[config.mk]
export PLATFORM = sky130hd
export DESIGN_NAME = modular_exponentiation
export DESIGN_NICKNAME = d
export VERILOG_FILES = /design/src/rtl/mexp_pkg.sv /design/src/rtl/modular_exponentiation.sv /design/src/rtl/mexp_mulmod.sv
export SDC_FILE = /design/constraint.sdc
export NUM_CORES = 1
export LEC_CHECK = 0
export BUFFER_PORTS_ARGS = -buffer_cell sky130_fd_sc_hd__buf_2
export CORE_ASPECT_RATIO = 0.5
export CORE_MARGIN = 8
export CORE_UTILIZATION = 25
export DETAILED_ROUTE_END_ITERATION = 6
export PLACE_DENSITY = 0.53
export SLEW_MARGIN = 15
export SYNTH_ARGS = -nofsm -noshare
export SYNTH_HDL_FRONTEND = slang
export SYNTH_SLANG_ARGS = --single-unit
[constraint.sdc]
create_clock -name clock -period 4.35 [get_ports clock]
set_input_delay 0.435 -clock clock [delete_from_list [all_inputs] [get_ports clock]]
set_output_delay 0.435 -clock clock [all_outputs]
set_load 0.05 [all_outputs]
[src/rtl/mexp_pkg.sv]
package mexp_pkg;

   localparam int WORD_WIDTH = 32;
   localparam int CSR_ADDR_WIDTH = 3;

   typedef logic [WORD_WIDTH-1:0] word_type;
   typedef logic [CSR_ADDR_WIDTH-1:0] csr_addr_type;

   // byte address of the modulus register
   localparam csr_addr_type ADDR_MODULUS = csr_addr_type'(0);

   localparam word_type MODULUS_RESET = word_type'(1);

endpackage

[src/rtl/modular_exponentiation.sv]
// sequence: base reduction, then per exponent bit up to the highest set one a
// modular multiply (bit set) and a squaring (all but the top bit), each on
// the one shared shift-add-reduce unit; a zero exponent skips the unit.
// one item at a time; the next item is taken while the result waits in rsp.
// reset (synchronous) clears the sequencer and sets the modulus to 1.
module modular_exponentiation
   import mexp_pkg::*;
#(
   parameter int OPERAND_WIDTH = 32
) (
   input  logic         clock,
   input  logic         reset,
   input  logic         req_valid,
   output logic         req_ready,
   input  word_type     req_base_value,
   input  word_type     req_exponent,
   output logic         rsp_valid,
   input  logic         rsp_ready,
   output word_type     rsp_power_result,
   input  logic         csr_psel,
   input  logic         csr_penable,
   input  logic         csr_pwrite,
   input  csr_addr_type csr_paddr,
   input  word_type     csr_pwdata,
   output word_type     csr_prdata,
   output logic         csr_pready
);

   localparam int W = OPERAND_WIDTH;

   localparam logic [2:0] ST_IDLE   = 3'd0;
   localparam logic [2:0] ST_REDUCE = 3'd1;
   localparam logic [2:0] ST_MUL    = 3'd2;
   localparam logic [2:0] ST_SQR    = 3'd3;
   localparam logic [2:0] ST_FINISH = 3'd4;

   logic [2:0]   state_ff, state_in;
   logic         start_ff, start_in;
   logic         rsp_valid_ff, rsp_valid_in;
   word_type     rsp_data_ff, rsp_data_in;
   word_type     modulus_ff, modulus_in;
   logic [W-1:0] acc_ff, acc_in;
   logic [W-1:0] base_ff, base_in;
   logic [W-1:0] exp_ff, exp_in;

   logic [W:0]   mod_eff;
   logic [W-1:0] unit_x;
   logic [W-1:0] unit_y;
   logic         unit_done;
   logic [W-1:0] unit_product;
   logic [W-1:0] exp_shift;
   logic         csr_write;

   assign csr_write = csr_psel && csr_penable && csr_pwrite && csr_pready;
   assign csr_pready = 1'b1;
   assign csr_prdata = (csr_paddr == ADDR_MODULUS) ? modulus_ff : word_type'(0);

   // a zero modulus acts as 2^W, which keeps the low W bits
   assign mod_eff = {modulus_ff[W-1:0] == '0, modulus_ff[W-1:0]};

   assign unit_x = (state_ff == ST_MUL) ? acc_ff : base_ff;
   assign unit_y = (state_ff == ST_REDUCE) ? W'(1) : base_ff;
   assign exp_shift = exp_ff >> 1;

   mexp_mulmod #(
      .OPERAND_WIDTH(W)
   ) u_mulmod (
      .clock   (clock),
      .reset   (reset),
      .start   (start_ff),
      .x_value (unit_x),
      .y_value (unit_y),
      .modulus (mod_eff),
      .done    (unit_done),
      .product (unit_product)
   );

   assign req_ready = (state_ff == ST_IDLE);

   always_comb begin
      state_in = state_ff;
      start_in = 1'b0;
      acc_in = acc_ff;
      base_in = base_ff;
      exp_in = exp_ff;
      rsp_data_in = rsp_data_ff;
      rsp_valid_in = rsp_valid_ff && !rsp_ready;
      modulus_in = modulus_ff;
      if (csr_write && csr_paddr == ADDR_MODULUS) begin
         modulus_in = csr_pwdata;
      end
      unique case (state_ff)
         ST_IDLE: begin
            if (req_valid) begin
               acc_in = W'(1);
               base_in = req_base_value[W-1:0];
               exp_in = req_exponent[W-1:0];
               if (req_exponent[W-1:0] == '0) begin
                  state_in = ST_FINISH;
               end else begin
                  state_in = ST_REDUCE;
                  start_in = 1'b1;
               end
            end
         end
         ST_REDUCE, ST_SQR: begin
            if (unit_done) begin
               base_in = unit_product;
               start_in = 1'b1;
               if (exp_ff[0]) begin
                  state_in = ST_MUL;
               end else begin
                  // bit is clear and higher bits remain: square again
                  exp_in = exp_shift;
                  state_in = ST_SQR;
               end
            end
         end
         ST_MUL: begin
            if (unit_done) begin
               acc_in = unit_product;
               exp_in = exp_shift;
               if (exp_shift == '0) begin
                  state_in = ST_FINISH;
               end else begin
                  state_in = ST_SQR;
                  start_in = 1'b1;
               end
            end
         end
         ST_FINISH: begin
            if (!rsp_valid_ff || rsp_ready) begin
               rsp_valid_in = 1'b1;
               rsp_data_in = word_type'(acc_ff);
               state_in = ST_IDLE;
            end
         end
         default: begin
            state_in = ST_IDLE;
         end
      endcase
   end

   always_ff @(posedge clock) begin
      if (reset) begin
         state_ff <= ST_IDLE;
         start_ff <= 1'b0;
         rsp_valid_ff <= 1'b0;
         modulus_ff <= MODULUS_RESET;
      end else begin
         state_ff <= state_in;
         start_ff <= start_in;
         rsp_valid_ff <= rsp_valid_in;
         modulus_ff <= modulus_in;
      end
   end

   always_ff @(posedge clock) begin
      acc_ff <= acc_in;
      base_ff <= base_in;
      exp_ff <= exp_in;
      rsp_data_ff <= rsp_data_in;
   end

   assign rsp_valid = rsp_valid_ff;
   assign rsp_power_result = rsp_data_ff;

endmodule

[src/rtl/mexp_mulmod.sv]
module mexp_mulmod #(
   parameter int OPERAND_WIDTH = 32
) (
   input  logic                     clock,
   input  logic                     reset,
   input  logic                     start,
   input  logic [OPERAND_WIDTH-1:0] x_value,
   input  logic [OPERAND_WIDTH-1:0] y_value,
   input  logic [OPERAND_WIDTH:0]   modulus,
   output logic                     done,
   output logic [OPERAND_WIDTH-1:0] product
);

   localparam int W = OPERAND_WIDTH;
   localparam int TW = W + 3;
   localparam int CW = (W > 1) ? $clog2(W) : 1;
   localparam logic [CW-1:0] LAST_STEP = CW'(W - 1);

   logic          busy_ff, busy_in;
   logic          done_ff, done_in;
   logic [CW-1:0] cnt_ff, cnt_in;
   logic [W-1:0]  x_ff, x_in;
   logic [W-1:0]  y_ff, y_in;
   logic [W-1:0]  r_ff, r_in;

   logic [TW-1:0] sum;
   logic [TW-1:0] diff_one;
   logic [TW-1:0] diff_two;
   logic [W-1:0]  r_step;

   // r stays below m, so 2r + y stays below 3m: subtract 0, m or 2m
   always_comb begin
      sum = TW'({r_ff, 1'b0}) + (x_ff[W-1] ? TW'(y_ff) : TW'(0));
      diff_one = sum - TW'(modulus);
      diff_two = sum - TW'({modulus, 1'b0});
      priority if (!diff_two[TW-1]) begin
         r_step = diff_two[W-1:0];
      end else if (!diff_one[TW-1]) begin
         r_step = diff_one[W-1:0];
      end else begin
         r_step = sum[W-1:0];
      end
   end

   always_comb begin
      busy_in = busy_ff;
      done_in = 1'b0;
      cnt_in = cnt_ff;
      x_in = x_ff;
      y_in = y_ff;
      r_in = r_ff;
      if (start) begin
         busy_in = 1'b1;
         cnt_in = '0;
         x_in = x_value;
         y_in = y_value;
         r_in = '0;
      end else if (busy_ff) begin
         r_in = r_step;
         x_in = {x_ff[W-2:0], 1'b0};
         cnt_in = cnt_ff + CW'(1);
         if (cnt_ff == LAST_STEP) begin
            busy_in = 1'b0;
            done_in = 1'b1;
         end
      end
   end

   always_ff @(posedge clock) begin
      if (reset) begin
         busy_ff <= 1'b0;
         done_ff <= 1'b0;
         cnt_ff <= '0;
      end else begin
         busy_ff <= busy_in;
         done_ff <= done_in;
         cnt_ff <= cnt_in;
      end
   end

   always_ff @(posedge clock) begin
      x_ff <= x_in;
      y_ff <= y_in;
      r_ff <= r_in;
   end

   assign done = done_ff;
   assign product = r_ff;

endmodule
Word level (Yosys, flattened, before mapping)
Index checks and enable logic that the tools add are counted.
Storage, ports and cells
  bits in registers: 268
  input port bits: 106
  output and inout bits: 67
  logic and storage cells: 92
Cells by class
  add/sub/neg operators: 4
  equal/unequal tests: 10
  mux-type cells: 37
  bitwise logic cells: 1
  reductions and logical operators: 25
Operators with widths (count)
  $mux 32: 14
  $pmux 32 s2: 2
  $logic_not 32->1: 3
  $pmux 32 s3: 1
  $add 33x35->35: 1
  $sub 35x33->35: 1
  $sub 35x34->35: 1
  $mux 3: 6
  $mux 1: 12
  $pmux 3 s4: 1
  $reduce_and 4->1: 2
  $eq 3x2->1 const B: 2
  $logic_not 3->1: 2
  $ne 2x2->1 const B: 3
  $reduce_and 3->1: 2
  $reduce_bool 2->1: 3
  $add 5x1->5 const B: 1
  $eq 5x5->1 const B: 1
  $reduce_and 5->1: 1
  $logic_and 1x1->1: 4
  $ne 2x1->1 const B: 2
  $reduce_or 2->1: 2
  $eq 3x1->1 const B: 1
  $eq 3x3->1 const B: 1
  other kinds (7): 8

Longest topological paths before layout
  depth in word-level cells: 5
  depth in mapped cells: 23

By module
A second synthesis with hierarchy kept.
Unflattened totals
  cell total of the unflattened synthesis: 1736
  area total of the unflattened synthesis: 16826.1 um^2
Modules (own cells, without submodules)
  mexp_mulmod: instances 1, cells an instance 1098, area each 9551.7 um^2, seq. area each 2702.6 um^2
  modular_exponentiation: instances 1, cells an instance 638, area each 7274.5 um^2, seq. area each 4584.4 um^2

Worst setup path after synthesis
Ideal clock, no wire load.
  kind: flip-flop to flip-flop
  from: reg u_mulmod.x_ff[31]
  to: reg u_mulmod.r_ff[25], in the netlist u_mulmod.product[25]
  library setup time: 0.124 ns
  data arrival time: 4.680 ns
  data required time: 4.226 ns
  setup slack: -0.455 ns
  cell stages (with the launch flop): 22
  clock period less this slack: 4.805 ns
  path through: edfxtp_1 clkbuf_1 and2_1 ha_1 a21o_1 o21bai_1 or2_2 o21ai_0 o21ai_0 a21oi_1 xnor2_1 ha_1 a21oi_1 o21ai_0 or2_2 a31oi_1 a31oi_4 a31oi_1 nor2_1 buf_2 a221oi_1 a21oi_1
Between the ends
  longest elaborated chain between the ends: 5
  elaborated cells between the ends (all ways): 6
  those cells by class: add/sub (3); mux (3)
RTL lines
  start: declaration: line mexp_mulmod.sv:22  | logic [W-1:0] x_ff, x_in;
  start signal: assignment: line mexp_mulmod.sv:82  | x_ff <= x_in;
  $mux 32 *: line mexp_mulmod.sv:33  | sum = TW'({r_ff, 1'b0}) + (x_ff[W-1] ? TW'(y_ff) : TW'(0));
  $add 33x35->35 *: line mexp_mulmod.sv:33
  $sub 35x33->35: line mexp_mulmod.sv:34  | diff_one = sum - TW'(modulus);
  $mux 32: line mexp_mulmod.sv:38  | end else if (!diff_one[TW-1]) begin
  $mux 32 *: line mexp_mulmod.sv:36  | priority if (!diff_two[TW-1]) begin
  end signal: assignment: line mexp_mulmod.sv:84  | r_ff <= r_in;
  end: declaration: line mexp_mulmod.sv:24  | logic [W-1:0] r_ff, r_in;
Every way passes the cells marked *; elsewhere a longest branch is shown, timed or not.
A chain may end at the register's enable or synchronous reset.

Final worst setup path
  from: reg u_mulmod.x_ff[31]
  to: reg u_mulmod.r_ff[30], in the netlist u_mulmod.product[30]
The elaborated chain is that of the path after synthesis.

==> qor.csv <==
stage,metric,value,unit
critical_path,critical register-to-register path endpoint,u_mulmod.product[30]$_SDFFE_PP0P_,
power_and_ir_drop,Power per Cell Area,803,mW/mm^2
critical_path,critical path peak fanout,7,
timing,hold violation total from the final report,0,
synth,Syn Area/Cell,9.39,sq um
clock_tree,number of clock sinks,268,
floorplanning,height of the die,198,microns
timing,Fin Clk Skew,15.1,ps
routing,remaining routing DRC violations,0,
clock_tree,# H-tree levels,1,
finish,ant diodes,0,
job,Max Cap Viol,0,
critical_path,Slowest cell on crit path,edfxtp_1,
synth,nets in the synthesized netlist,1980,
worst_hold_path,Min-Delay Endpoint,modulus_ff[0]$_SDFFE_PP1P_,
finish,core utilization of the finished layout,0.361,
critical_path,startpoint of the most critical register-to-register path,u_mulmod.x_ff[31]$_DFFE_PP_,
finish,final design area excluding fillers,0.0240,sq mm
timing,endpoints failing setup,32,
power_and_ir_drop,Pwr Total,19300,uW
synth,Yosys reg bits,268,
timing,highest achievable clock rate,205,MHz
timing,RSZ-0062 raised after global routing,true,
timing,min cycle time layout,4880,ps
timing,max-slew headroom at the worst pin,0.282,
clock_tree,cell at the root of the clock tree,clkbuf_16,
critical_path,FF-to-FF setup slack,-530,ps
power_and_ir_drop,sequential share of power,0.170,
synth,yosys synthesis warning count,0,
routing,post-route ant nets,0,
power_and_ir_drop,maximum ir drop on the vdd rail,0.484,mV
grt,Total Routing Usage GR,0.161,
status,status,"finished, violations left",
grt,global route total overflow,0,
routing,sum of routed wire length over all layers,63300,microns
finish,area of combinational cells with multiple inputs,0.0103,sq mm
place,RePlAce Congestion,0.999,
power_and_ir_drop,Gate power share,0.704,
critical_path,critical path class,reg2reg,
synth,asr flop ratio synth,0,
worst_hold_path,Hold Path Stages,3,
clock_tree,clock latency at the later pin of the worst-skew pair,580,ps
grt,antenna violations before repair,1,
finish,final cell count without fillers,3202,
finish,fraction of layout cells with a size suffix above 1,0.381,
floorplanning,overall die area,0.0756,sq mm
routing,via count of the routed design,15700,
worst_hold_path,Min-Delay Startpoint,csr_pwdata[0],
status,violations in the final reports,negative setup slack,
grt,largest net degree at the start of global routing,64,
timing,worst hold slack,88.0,ps
synth,part of the Yosys area used for sequential elements,0.438,
timing,measured slew at the worst slew-check pin,1080,ps
critical_path,Setup crit start kind,flip-flop,
finish,fill cell instance count of the final layout,6804,
synth,"EDFF count, synth",192,
synth,cell count after synthesis,1772,
place,post-detail-place hpwl,49400,microns
floorplanning,I/O pin count,173,
grt,first-pass GRT wire length,95700,microns
place,cell area after placement,0.0214,sq mm
routing,via density per instance,4.92,
synth,library cells used by synthesis,72,
critical_path,"Data arrival, critical path",5350,ps
timing,Final WS setup,-533,ps
floorplanning,floorplan die width,381,microns
routing,number of search-and-repair iterations in the first detailed-routing pass,5,
critical_path,delay contributed by the slowest stage of the critical path,540,ps
timing,period utilisation layout,1.12,
clock_tree,number of buffers inserted during clock tree synthesis,28,
clock_tree,TritonCTS clock tree,done,
place,number of instances in the placed design,3115,
floorplanning,Site Rows,67,
grt,number of global-route vias before repair,15600,
power_and_ir_drop,switching share of total power,0.428,
power_and_ir_drop,leak pwr,0.00950,uW
critical_path,capturing element type of the critical path,flip-flop,
critical_path,worst reg-to-reg path cell count,25,
critical_path,required time at the endpoint of the critical path,4820,ps
power_and_ir_drop,power dissipated by switching net loads,8240,uW
clock_tree,clock buffer depth,3,
finish,"Area growth, synth to finish",44.1,%
clock_tree,clock-pin slew of the registers on the worst-case setup and hold paths,70,ps
finish,area used by sequential logic in the layout,0.00729,sq mm
critical_path,most frequent cell on the critical path,buf_6,
floorplanning,CORE AREA,0.0664,sq mm
floorplanning,initial standard-cell utilization of the core,0.251,
routing,DRC violation total after the first TritonRoute iteration,1265,
timing,final number of max-transition violations,0,
finish,number of nets at the end of the flow,2494,
synth,cell area after synthesis,0.0166,sq mm
power_and_ir_drop,internal power of the cells,11000,uW
place,IO Port Bufs,171,
routing,post-detailed-route wirelength per cell,19.8,microns
power_and_ir_drop,fraction of power consumed by the clock network,0.126,
synth,most frequently used flop master after synthesis,edfxtp_1,
worst_hold_path,Hold Crit Class,in2reg,
-- power groups by stage --
stage	Combinational, uW	Sequential, uW	Clock [uW]
global route	14500	3300	2610
finish	13600	3280	2430
floorplan	5790	3250	0
detailed placement	10800	3320	0
CTS	12700	3270	2510
global placement	10800	3320	0
-- how the worst max path moves through the flow --
stage,from,to,slack [ps],cells after the start
4_1_cts,u_mulmod.x_ff[31]$_DFFE_PP_,u_mulmod.product[7]$_SDFFE_PP0P_,-420,22
6_report,u_mulmod.x_ff[31]$_DFFE_PP_,u_mulmod.product[30]$_SDFFE_PP0P_,-530,25
3_3_place_gp,u_mulmod.x_ff[31]$_DFFE_PP_,u_mulmod.product[31]$_SDFFE_PP0P_,-910,22
3_5_place_dp,u_mulmod.x_ff[31]$_DFFE_PP_,u_mulmod.product[31]$_SDFFE_PP0P_,-970,22
5_1_grt,u_mulmod.x_ff[31]$_DFFE_PP_,u_mulmod.product[30]$_SDFFE_PP0P_,-750,25
2_1_floorplan,u_mulmod.x_ff[31]$_DFFE_PP_,u_mulmod.product[13]$_SDFFE_PP0P_,-5,22
-- metal layers --
layer / global-route usage / vias to the layer above / share of wire / routed length (microns)
met2: 0.231 / 435 / 0.40 / 25500
met3: 0.0390 / 44 / 0.072 / 4550
met1: 0.249 / 7698 / 0.51 / 32500
met5: 0 / - / 0 / 0
met4: 0.0198 / 0 / 0.012 / 741
li1: - / 7565 / - / -
-- cell usage in the layout, fill, tap and decap left out, types with 19 or more instances in the layout --
cell type  count
xnor2_1       38
dfxtp_1       75
mux2_2        25
xor2_1        19
a21oi_2       33
nor2_1       104
nor2b_1       40
clkbuf_16     29
o21ai_0       44
ha_1          63
buf_4        359
buf_6         28
ha_4          31
a22o_1        32
and2_1        88
o21ai_1       22
edfxtp_1     192
buf_2        171
nand2_1      211
a21o_1        37
o211ai_1      19
nor3_1        26
a31oi_1       42
nor4_1        23
a21oi_1       97
inv_1         70
-- synthesized netlist by cell type, drive strengths merged, types with 5 or more instances --
master     n  share of area
a32oi      5         0.0026
a22o      32          0.017
nand3     17         0.0051
nor2     118          0.027
nor2b     40          0.015
xor2      20          0.011
and3      18         0.0068
clkbuf    77          0.017
or3       10         0.0038
a2111oi    5         0.0041
a21oi    135          0.041
a21o      38          0.017
nand2b    13         0.0049
and2      96          0.036
o2111ai    7         0.0037
o211ai    19         0.0086
or2        9         0.0034
edfxtp   192           0.35
nand2    222          0.051
a211oi    29          0.013
o21a      20         0.0090
o21ai     84          0.025
mux2i      9         0.0054
inv       72          0.016
nand4     16         0.0060
a31oi     50          0.020
o31ai      8         0.0039
xnor2     47          0.025
mux2      25          0.017
ha        99          0.074
nor3      35          0.011
a221oi     6         0.0032
a211o      9         0.0047
nor4      24         0.0090
a311oi     9         0.0047
dfxtp     76          0.091
o32ai      7         0.0037
buf       11         0.0039
o21bai    10         0.0045
and4       5         0.0026
-- metrics by stage --
stage	TNS [ps]	worst slack, ps
after floorplan	-8.44	-5.41
after global routing	-19130	-747
after detailed placement	-27170	-970
after global placement	-26150	-913
after CTS	-11620	-416
final	-13180	-533
-- area by class of cell --
type / instances / share of cell area
flip-flops and latches: 268 / 0.304
well taps: 897 / 0.0468
multi-input cells: 1344 / 0.429
clock buffers: 36 / 0.0314
repair buffers: 572 / 0.172
inverters: 72 / 0.0113
clock inverters: 13 / 0.00517
-- state kept, by name (all words and copies together), names as in the netlist, 5 cells and up --
name and flops:
u_mulmod.x_ff 32, base_ff 32, u_mulmod.product 32, acc_ff 32, u_mulmod.y_ff 32, u_mulmod.cnt_ff 5, modulus_ff 32, rsp_power_result 32
exp_ff 32
-- worst max-delay path: cells and delay by family, from the launching register on --
kind	cells	cell delay, ps
AOI/OAI and AO/OA	10	1880
buffers and inverters	6	630
xor gates and xnor gates	1	270
and+or+nand+nor	5	680
adders and majority gates	3	760
DFF	1	540
-- cell families (layout without fill, tap and decap cells) --
group                    Yosys count  count (layout)  synth area share
AO/OA/AOI/OAI                    505             505             0.202
XOR/XNOR                          67              67            0.0353
adder cells (fa/ha/maj)          102             102            0.0780
buffers and inverters            160             693            0.0375
flip-flops                       268             268             0.438
multiplexers                      34              34            0.0223
other                              1               1          0.000225
AND/OR/NAND/NOR                  635             635             0.186
-- repair_timing --
| item | in CTS | in global routing |
|---|---|---|
| hold buffers | 0 | 0 |
| pin swaps | 72 | 82 |
| cloned | 3 | 0 |
| setup endpoints to repair | 32 | 32 |
| resized for setup | 205 | 91 |
| setup buffers | 28 | 15 |
Note: power is estimated with default switching activity, not from simulation.
